$ cat config.mk
export PLATFORM = sky130hd
export DESIGN_NAME = qdrf_ratio_unit
export DESIGN_NICKNAME = d
export VERILOG_FILES = /design/src/hdl/qdrf_pkg.sv /design/src/hdl/qdrf_ratio_unit.sv
export SDC_FILE = /design/constraint.sdc
export NUM_CORES = 1
export LEC_CHECK = 0
export BUFFER_PORTS_ARGS = -buffer_cell sky130_fd_sc_hd__buf_2
export CORE_ASPECT_RATIO = 1.4
export CORE_MARGIN = 2
export CORE_UTILIZATION = 55
export DETAILED_ROUTE_END_ITERATION = 10
export MAX_ROUTING_LAYER = met4
export PLACE_DENSITY = 0.74
export SYNTH_ARGS = -nofsm -noshare
export SYNTH_HDL_FRONTEND = slang
export SYNTH_SLANG_ARGS = --single-unit
$ cat constraint.sdc
create_clock -name i_clk -period 17.05 [get_ports i_clk]
set_input_delay 0.8525 -clock i_clk [delete_from_list [all_inputs] [get_ports i_clk]]
set_output_delay 0.8525 -clock i_clk [all_outputs]
set_load 0.01 [all_outputs]
$ cat src/hdl/qdrf_pkg.sv
`timescale 1ns / 1ps
// Shared widths, payload structs and verdict codes for the quadrilateral
// diagonal ratio filter. No dependencies; every other file uses this package.
package qdrf_pkg;

    localparam int COORD_BITS = 12;
    localparam int DIFF_W     = COORD_BITS + 1;   // signed corner difference
    localparam int PROD_W     = 2 * DIFF_W;       // signed product of two differences
    localparam int DET_W      = PROD_W + 1;       // determinant and numerators
    localparam int RAT_W      = DET_W + 1;        // ratio numerator and denominator
    localparam int MAG_W      = RAT_W - 1;        // magnitude of a positive ratio term
    localparam int CFG_W      = 16;
    localparam int FRAC_BITS  = 8;
    localparam int CMP_W      = MAG_W + CFG_W;    // width of both sides of the compare
    localparam int PIPE_DEPTH = 8;

    localparam logic [CFG_W-1:0] MAX_RATIO_RESET = 16'd410;

    localparam logic [1:0] VERDICT_OK       = 2'd0;
    localparam logic [1:0] VERDICT_PARALLEL = 2'd1;
    localparam logic [1:0] VERDICT_FIRST    = 2'd2;
    localparam logic [1:0] VERDICT_SECOND   = 2'd3;

    typedef logic [COORD_BITS-1:0]   t_coord;
    typedef logic signed [DIFF_W-1:0] t_diff;
    typedef logic signed [PROD_W-1:0] t_prod;
    typedef logic signed [DET_W-1:0]  t_det;
    typedef logic signed [RAT_W-1:0]  t_rat;
    typedef logic [MAG_W-1:0]         t_mag;
    typedef logic [CMP_W-1:0]         t_cmp;

    typedef struct packed {
        t_coord top_left_x;
        t_coord top_left_y;
        t_coord top_right_x;
        t_coord top_right_y;
        t_coord bottom_right_x;
        t_coord bottom_right_y;
        t_coord bottom_left_x;
        t_coord bottom_left_y;
    } t_quad_in;

    typedef struct packed {
        logic       accepted;
        logic [1:0] verdict;
    } t_quad_out;

    // Load enables for the three register stages of a ratio unit.
    typedef struct packed {
        logic s1;
        logic s2;
        logic s3;
    } t_rc_en;

    // Operands of the final ratio compare, as left by a ratio unit.
    typedef struct packed {
        logic den_zero;
        logic num_neg;
        t_cmp lhs;
        t_cmp rhs;
    } t_rc_res;

endpackage

$ cat src/hdl/qdrf_ratio_unit.sv
`timescale 1ns / 1ps
// Three-stage ratio unit: turns a split fraction t/d into compare operands
// against the configured maximum ratio. Depends on qdrf_pkg.
module qdrf_ratio_unit (
    input  logic                        i_clk,
    input  qdrf_pkg::t_rc_en            i_en,
    input  qdrf_pkg::t_det              i_t,
    input  qdrf_pkg::t_det              i_d,
    input  logic [qdrf_pkg::CFG_W-1:0]  i_max_ratio,
    output qdrf_pkg::t_rc_res           o_res
);

    qdrf_pkg::t_rat r_num1;
    qdrf_pkg::t_rat r_den1;
    qdrf_pkg::t_rat n_num1;
    qdrf_pkg::t_rat n_den1;
    qdrf_pkg::t_mag r_num2;
    qdrf_pkg::t_mag r_den2;
    logic           r_zero2;
    logic           r_neg2;
    qdrf_pkg::t_rc_res r_res3;

    qdrf_pkg::t_rat ext_t;
    qdrf_pkg::t_rat ext_d;
    qdrf_pkg::t_rat d_minus_t;

    // Pick t/(d-t) when t is past the midpoint, else (d-t)/t.
    always_comb begin
        ext_t     = qdrf_pkg::t_rat'(i_t);
        ext_d     = qdrf_pkg::t_rat'(i_d);
        d_minus_t = ext_d - ext_t;
        if ((ext_t + ext_t) > ext_d) begin
            n_num1 = ext_t;
            n_den1 = d_minus_t;
        end else begin
            n_num1 = d_minus_t;
            n_den1 = ext_t;
        end
    end

    always_ff @(posedge i_clk) begin
        if (i_en.s1) begin
            r_num1 <= n_num1;
            r_den1 <= n_den1;
        end
    end

    // Make the denominator positive, keeping the sign of the quotient.
    always_ff @(posedge i_clk) begin
        if (i_en.s2) begin
            r_zero2 <= (r_den1 == '0);
            if (r_den1 < 0) begin
                r_neg2 <= (r_num1 > 0);
                r_num2 <= qdrf_pkg::t_mag'(r_num1 < 0 ? -r_num1 : r_num1);
                r_den2 <= qdrf_pkg::t_mag'(-r_den1);
            end else begin
                r_neg2 <= (r_num1 < 0);
                r_num2 <= qdrf_pkg::t_mag'(r_num1 < 0 ? -r_num1 : r_num1);
                r_den2 <= qdrf_pkg::t_mag'(r_den1);
            end
        end
    end

    always_ff @(posedge i_clk) begin
        if (i_en.s3) begin
            r_res3.den_zero <= r_zero2;
            r_res3.num_neg  <= r_neg2;
            r_res3.lhs      <= qdrf_pkg::t_cmp'(r_num2) << qdrf_pkg::FRAC_BITS;
            r_res3.rhs      <= qdrf_pkg::t_cmp'(i_max_ratio) * qdrf_pkg::t_cmp'(r_den2);
        end
    end

    assign o_res = r_res3;

endmodule

After elaboration in Yosys (flattened, before gate mapping)
Index checks and enable logic that the tools add are counted.
{"block": "word_totals", "ff_bits": 184, "out_inout_bits": 88}
{"block": "op_classes", "add_sub_neg": 4, "muxes": 5, "mul": 1, "n_lt_le_gt_ge": 4, "n_reduce_logical": 1}
{"cell": "$lt A28 B1 Y1 const B", "count": 2}
{"cell": "$mux W28", "count": 2}
{"cell": "$mux W27", "count": 2}
{"cell": "$neg A27 Y27", "count": 2}
{"cell": "$mul A16 B27 Y43", "count": 1}
{"cell": "$add A27 B27 Y28", "count": 1}
{"cell": "$gt A28 B1 Y1 const B", "count": 1}
{"cell": "$gt A28 B27 Y1", "count": 1}
{"cell": "$logic_not A28 Y1", "count": 1}
{"cell": "$sub A27 B27 Y28", "count": 1}
{"cell": "$mux W1", "count": 1}

Longest topological paths before layout
Gate-level depths: netlist of the first run.
{"block": "logic_depth", "word_depth": 3, "depth_mapped": 24, "depth_no_buf": 22}

Worst setup path before layout of the first run
Ideal clock, no wire load.
{"block": "synth_timing", "path_kind": "input-to-reg", "startpoint": "input i_max_ratio[7] (netlist bit)", "endpoint": "register r_res3 (netlist bit o_res[40]), data pin", "slack_ns": 10.137, "required_time_ns": 16.791, "n_path_buf": 2, "arrival_ns": 6.655, "stages": 22, "path_cell_list": "clkbuf_1 > clkbuf_1 > nand2_1 > fa_1 > inv_1 > fa_1 > inv_1 > fa_1 > inv_1 > fa_1 > fa_1 > inv_1 > fa_1 > inv_1 > ha_1 > nand2_1 > or4b_2 > a21oi_1 > nor4_1 > o31ai_1 > a31oi_1 > xnor2_1"}
{"block": "synth_between", "elab_chain_cells": 1}
{"item": "from (decl)", "line": "qdrf_ratio_unit.sv:9", "rtl": "input logic [qdrf_pkg::CFG_W-1:0] i_max_ratio,"}
{"item": "$mul A16 B27 Y43", "line": "qdrf_ratio_unit.sv:69", "rtl": "r_res3.rhs <= qdrf_pkg::t_cmp'(i_max_ratio) * qdrf_pkg::t_cmp'(r_den2);"}
{"item": "to (decl)", "line": "qdrf_ratio_unit.sv:21", "rtl": "qdrf_pkg::t_rc_res r_res3;"}
No other way between the ends.
A chain may end at the register's enable or synchronous reset.

Worst setup path after layout of the first run
{"block": "layout_timing", "startpoint": "register r_den2[7]", "endpoint": "register r_res3 (netlist bit o_res[40]), data pin"}
{"block": "layout_between", "elab_chain_cells": 1}
{"item": "from (decl)", "line": "qdrf_ratio_unit.sv:18", "rtl": "qdrf_pkg::t_mag r_den2;"}
{"item": "from (signal assigned)", "line": "qdrf_ratio_unit.sv:55", "rtl": "r_den2 <= qdrf_pkg::t_mag'(-r_den1);"}
{"item": "from (signal assigned)", "line": "qdrf_ratio_unit.sv:59", "rtl": "r_den2 <= qdrf_pkg::t_mag'(r_den1);"}
{"item": "$mul A16 B27 Y43", "line": "qdrf_ratio_unit.sv:69"}
No other way between the ends.

==> flow_summary_export.csv, run 1 <==
group,metric,value,unit
critical_path,worstPathRequired,17.25,ns
routing,via_per_inst,5.702,
clock_network,cts_tree,"yes",
place,dp_hpwl,48400,um
finish,layout_commonest_cell,"inv_1",
routing,drt_wl_total,60370,um
routing,routedWlPerCell,20.07,um
yosys,postSynthCellCount,2364,
timing,relSlewSlack,31.02,%
yosys,synthArstFlopShare,0,%
floorplanning,std_cell_rows,89,
yosys,synth_edf_count,184,
floorplanning,boundaryPins,162,
routing,antenna_left,0,
yosys,synth_top_family_by_area,"adder cells",
floorplanning,die_w,178.2,um
yosys,ys_types,67,
yosys,avgSynthCellArea,9.881,um2
yosys,synth-xor-area-share,4.012,%
yosys,synth_ff_type,"edfxtp_1",
yosys,yosys.area_share.simple,14.57,%
critical_path,slowest_stage,"edfxtp_1",
clock_network,clk_pin_slew,0.08,ns
routing,drtIter0Drc,917,
yosys,synth_top_area_share,29.91,%
clock_network,cts_root_buf,"clkbuf_16",
timing,fin_crit,7.175,ns
global_routing,grt_max_degree,73,
finish,n_antenna_cell,0,
clock_network,htreeDepth,4,
routing,vias,17150,
global_routing,grt.overflow.total,0,
critical_path,worst_ep_arrival_time,7.38,ns
critical_path,cp.buffers_inverters,5,
critical_path,worst-path-max-fanout,16,
yosys,synthMuxAreaShare,1.960,%
global_routing,antenna_found_initial,0,
timing,fmax,139.4,MHz
global_routing,grt_pass1_wl,95010,um
timing,hold_violations,0,
clock_network,tritoncts.num_buffers,17,
yosys,synthAdderAreaFrac,39.07,%
critical_path,crit_chain,"nand2_1 > fa_1 > inv_1 > fa_1 > inv_1 > fa_1 > inv_1 > fa_1 > fa_1 > inv_1 > fa_1 > inv_1 > ha_1 > nand2_1 > or4b_2 > a21oi_1 > nor4_1 > o31ai_1 > a31oi_1 > xnor2_1",
critical_path,critPathLaunchType,"flip-flop",
place,place.port_buffers,145,
job,maxCapViolCount,0,
finish,layout_common_cells,"inv_1 (430), fa_1 (349), nand2_1 (316), and2_1 (190), edfxtp_1 (184)",
timing,grt_setup_unrepaired,"no",
critical_path,path_class,"reg -> reg",
floorplanning,core_area,0.04198,mm2
global_routing,grt_usage,29.40,%
yosys,ys.warnings.count,0,
clock_network,clockBufferDepth,2,
clock_network,cts_resized,0,
worst_hold_path,hold_class,"reg -> reg",
routing,dr.pass1.iters,6,
floorplanning,dieHeight,247.8,um
yosys,synth_compound_area_share,7.815,%
timing,finalSetupViolCount,0,
clock_network,ctsHoldBuffers,0,
finish,final_nets,3043,
floorplanning,start_util,55.64,%
place,finalWeightedCongestion,0.9770,
yosys,synth_area_leaders,"fa_1 (30%), edfxtp_1 (24%), ha_1 (9.2%)",
yosys,syn_area,0.02336,mm2
floorplanning,die_area,0.04416,mm2
critical_path,critPathMostFrequentCell,"fa_1",
clock_network,clock_sinks,184,
clock_network,clock_latency,0.46,ns
finish,layout-drive-gt1-share,9.708,%
outcome,status,"finished clean",
timing,period_share,42.08,%
timing,worstMarginPinSlew,1.013,ns
yosys,ys_seq_area_share,23.65,%
critical_path,crit_family,"adder cells",
global_routing,grt_pass1_vias,18370,
timing,setup_tns,0,ns
routing,remaining_drc_errors,0,
yosys,yosysTopAreaCell,"fa_1",
timing,drv_slew,0,
yosys,ys_seq_elements,184,
timing,skew,0.02021,ns
clock_network,post_cts_buffers,0,
critical_path,critPathCaptureType,"flip-flop",
critical_path,worst_path_largest_cell_delay,1.02,ns
finish,area_delta_synth_final,7.360,%
## final cells by class
cell class	count	area [um2]
Sequential cell	184	5525
Multi-Input combinational cell	1659	15820
Fill cell	3595	16900
Tap cell	546	683.2
Clock buffer	17	425.4
Clock inverter	15	195.2
Inverter	430	1614
Timing Repair Buffer	157	815.8
## routing by layer
metal,GRT usage (%),share of wire (%)
met5,-,0
met4,20.64,8.1
met3,4.213,4.8
met2,53.86,54
met1,28.03,33
## per-stage QoR
step                hold slack (ns)  util, %  instances  setup WS, ns  area [um2]
CTS                          0.4211    59.74       3008         9.955       25080
global placement             0.4006    58.26       2976         9.711       24460
finish                       0.4207    59.74       3008         9.875       25080
detailed placement           0.4045    58.26       2976         9.629       24460
floorplan                    0.4003        -       2379         10.14       23420
global route                 0.4244    59.74       3008         9.608       25080
## cell usage after synthesis (all sizes together), types with 3 or more instances
| cell | instances |
|---|---|
| inv | 430 |
| fa | 349 |
| nand2 | 316 |
| and2 | 190 |
| edfxtp | 184 |
| ha | 171 |
| clkbuf | 84 |
| xnor2 | 83 |
| a21oi | 74 |
| o21ai | 68 |
| nor2 | 64 |
| a21o | 38 |
| mux2 | 35 |
| xor2 | 24 |
| buf | 22 |
| nand3 | 18 |
| nand4 | 16 |
| nor3 | 16 |
| o21a | 16 |
| nand2b | 14 |
| o31ai | 13 |
| or4 | 13 |
| and3 | 11 |
| o21bai | 9 |
| o41ai | 9 |
| or3 | 9 |
| a211o | 6 |
| a31oi | 6 |
| mux2i | 6 |
| nor4 | 6 |
| a211oi | 5 |
| a2111oi | 4 |
| nor2b | 4 |
| nor3b | 4 |
| o2111ai | 4 |
| a31o | 3 |
| o211ai | 3 |
| o311ai | 3 |
| o31a | 3 |
| or3b | 3 |
## registers in the layout, summed over array words and instances, names as in the netlist
signal	cells
r_den2	27
o_res	72
r_num2	27
r_zero2	1
r_neg2	1
r_num1	28
r_den1	28
## kinds of logic after synthesis
| logic type | after synthesis |
|---|---|
| other | 1 |
| multiplexers | 41 |
| buffers and inverters | 536 |
| XOR/XNOR | 107 |
| AO/OA/AOI/OAI | 282 |
| AND/OR/NAND/NOR | 693 |
| adder cells (fa/ha/maj) | 520 |
| flip-flops | 184 |
## worst paths after layout
| kind | cells past startpoint | slack (ns) | endpoint | startpoint |
|---|---|---|---|---|
| worst max-delay path | 20 | 9.88 | o_res[40]$_DFFE_PP_ | r_den2[7]$_DFFE_PP_ |
| worst min-delay path | 0 | 0.42 | o_res[73]$_DFFE_PP_ | r_num2[22]$_DFFE_PP_ |
| worst max register to register | 20 | 9.88 | o_res[40]$_DFFE_PP_ | r_den2[7]$_DFFE_PP_ |
| worst min register to register | 0 | 0.42 | o_res[73]$_DFFE_PP_ | r_num2[22]$_DFFE_PP_ |
Power of run 1 is not shown: default switching activity piles up to over one toggle a cycle in this logic, so the estimate is an artifact.
==> run 2: changes to the inputs <==
==> constraint.sdc (replaced) <==
create_clock -name i_clk -period 7.01 [get_ports i_clk]
set_input_delay 0.3505 -clock i_clk [delete_from_list [all_inputs] [get_ports i_clk]]
set_output_delay 0.3505 -clock i_clk [all_outputs]
set_load 0.01 [all_outputs]
==> run 2 against run 1 <==
Against the previous run:
- global-route usage grew 0.87 points
- clock skew rose by 0.0012 ns
- routed wire length up 3.2%
- sequential share of layout area shrank 0.46 points
- non-clock buffer count increased by 61
- setup slack worse by 9.6 ns
- core utilization increased by 1.3 points
- maximum frequency grew 6.0%
- critical endpoint unchanged
- critical path type unchanged
- first-iteration DRC count is 3.2% higher
- hold slack worse by 0.15 ns
- design area is 2.1% higher
==> flow_summary_export.csv, run 2 (synthesis gave the netlist of run 1 again) <==
group,metric,value,unit
critical_path,crit_chain,"buf_4 > and2_1 > fa_1 > inv_1 > fa_1 > fa_1 > fa_1 > inv_1 > fa_1 > inv_1 > fa_1 > inv_1 > ha_1 > nand4_1 > or4b_2 > a21oi_1 > nor4_1 > o31ai_1 > buf_4 > a31oi_1 > xnor2_1",
clock_network,cts_tree,"yes",
critical_path,critPathMostFrequentCell,"fa_1",
finish,largest_reg_flops,72,
global_routing,grt_usage,30.27,%
clock_network,ctsHoldBuffers,0,
place,place.port_buffers,145,
critical_path,crit_path_start,"r_den2[5]$_DFFE_PP_",
worst_hold_path,hp-start,"i_t[25]",
timing,drv_slew,0,
routing,routedWlPerCell,20.30,um
timing,setup_tns,0,ns
critical_path,critPathLaunchType,"flip-flop",
critical_path,slowest_stage,"or4b_2",
finish,multiInputGateArea,0.01582,mm2
routing,vias,17520,
routing,remaining_drc_errors,0,
floorplanning,die_w,178.2,um
global_routing,grt.overflow.total,0,
global_routing,grt_pass1_wl,97300,um
critical_path,worst_ep_arrival_time,6.96,ns
finish,layout_commonest_cell,"inv_1",
global_routing,grt_max_degree,73,
timing,hold_violations,0,
critical_path,rr_startpoint,"r_den2[5]$_DFFE_PP_",
finish,register_area,0.005525,mm2
worst_hold_path,hold_class,"in -> reg",
routing,met1_length,19410,um
timing,period_share,96.56,%
finish,final_nets,3104,
routing,antenna_left,0,
timing,relSlewSlack,33.58,%
routing,drtIter0Drc,946,
global_routing,grt_pass1_vias,18860,
floorplanning,die_area,0.04416,mm2
critical_path,critPathCaptureType,"flip-flop",
clock_network,tritoncts.num_buffers,17,
floorplanning,start_util,55.64,%
critical_path,reg2reg_depth,21,
critical_path,path_class,"reg -> reg",
floorplanning,boundaryPins,162,
finish,layout_common_cells,"inv_1 (430), fa_1 (349), nand2_1 (316), and2_1 (190), edfxtp_1 (184)",
floorplanning,core_area,0.04198,mm2
critical_path,worst-path-max-fanout,11,
clock_network,clock_sinks,184,
clock_network,clk_pin_slew,0.08,ns
timing,finalSetupViolCount,0,
routing,via_per_inst,5.707,
critical_path,worst_path_largest_cell_delay,0.68,ns
global_routing,antenna_found_initial,1,
job,maxCapViolCount,0,
finish,nFillCells,3421,
finish,area_delta_synth_final,9.636,%
routing,wl_met3,3449,um
timing,fmax,147.7,MHz
routing,dr.pass1.iters,8,
routing,wl_met2,33720,um
timing,fin_crit,6.769,ns
timing,grt_setup_unrepaired,"no",
clock_network,cts_root_buf,"clkbuf_16",
outcome,status,"finished clean",
clock_network,htreeDepth,4,
timing,skew,0.02137,ns
routing,routed.top_layer,"met4",
clock_network,clock_latency,0.46,ns
routing,drt_wl_total,62330,um
worst_hold_path,holdPathStages,2,
clock_network,clockBufferDepth,2,
floorplanning,dieHeight,247.8,um
critical_path,worstPathRequired,7.20,ns
floorplanning,std_cell_rows,89,
timing,worstMarginPinSlew,0.9933,ns
place,dp_hpwl,50470,um
place,finalWeightedCongestion,0.9864,
finish,layout-drive-gt1-share,11.93,%
==> run 2: cell count changes in the layout (fill, tap and decap cells not counted), moves of 2 or more <==
cell | before | now
o21ai_1 | 2 | 4
o21ai_0 | 66 | 64
clkinv_4 | 2 | 0
buf_12 | 0 | 4
buf_4 | 12 | 69
clkinv_8 | 6 | 4
==> run 2: metrics by stage <==
step	hold slack, ns	setup slack (ns)	utilization (%)	cell area [um2]	std cells
final	0.2702	0.2409	61.00	25610	3070
after global routing	0.2607	0.01085	61.00	25610	3070
after CTS	0.2366	0.1217	60.38	25350	3040
after detailed placement	0.4045	0.1263	58.86	24710	3008
after global placement	0.4006	0.2542	58.86	24710	3008
after floorplan	0.4003	0.5987	-	23420	2379
==> run 2: final timing paths <==
kind,end,slack [ns]
max,o_res[40]$_DFFE_PP_,0.24
min,r_den1[25]$_DFFE_PP_,0.27
max reg2reg,o_res[40]$_DFFE_PP_,0.24
min reg2reg,o_res[60]$_DFFE_PP_,0.40
==> run 2: timing repair <==
action	4_1_cts	5_1_grt
endpoints found under the hold margin	0	0
resized for setup	0	3
endpoints found under the setup margin	0	7
setup buffers	0	29
==> run 2: area by class of cell <==
class / count / area share [%]
timing repair buffer: 218 / 5.169
sequential: 184 / 21.58
inverter: 430 / 6.303
multi-input combinational: 1659 / 61.79
tap: 546 / 2.668
antenna: 1 / 0.009771
clock buffer: 17 / 1.661
clock inverter: 15 / 0.8257
==> run 2: per-layer routing <==
metal | track usage (%) | up-vias
li1 | - | 7808
met1 | 28.24 | 8748
met2 | 54.45 | 692
met3 | 5.055 | 274
met4 | 23.70 | 0
met5 | - | -
==> run 2: critical path: cells and delay by family, from the launching register on <==
kind,cells,cell delay (ns)
and+or+nand+nor,4,1.21
xor gates and xnor gates,1,0.15
adders and majority gates,7,3.27
AOI/OAI and AO/OA,3,0.67
buffers and inverters,6,0.62
DFF,1,0.57
Power of run 2 is left out for the same reason.
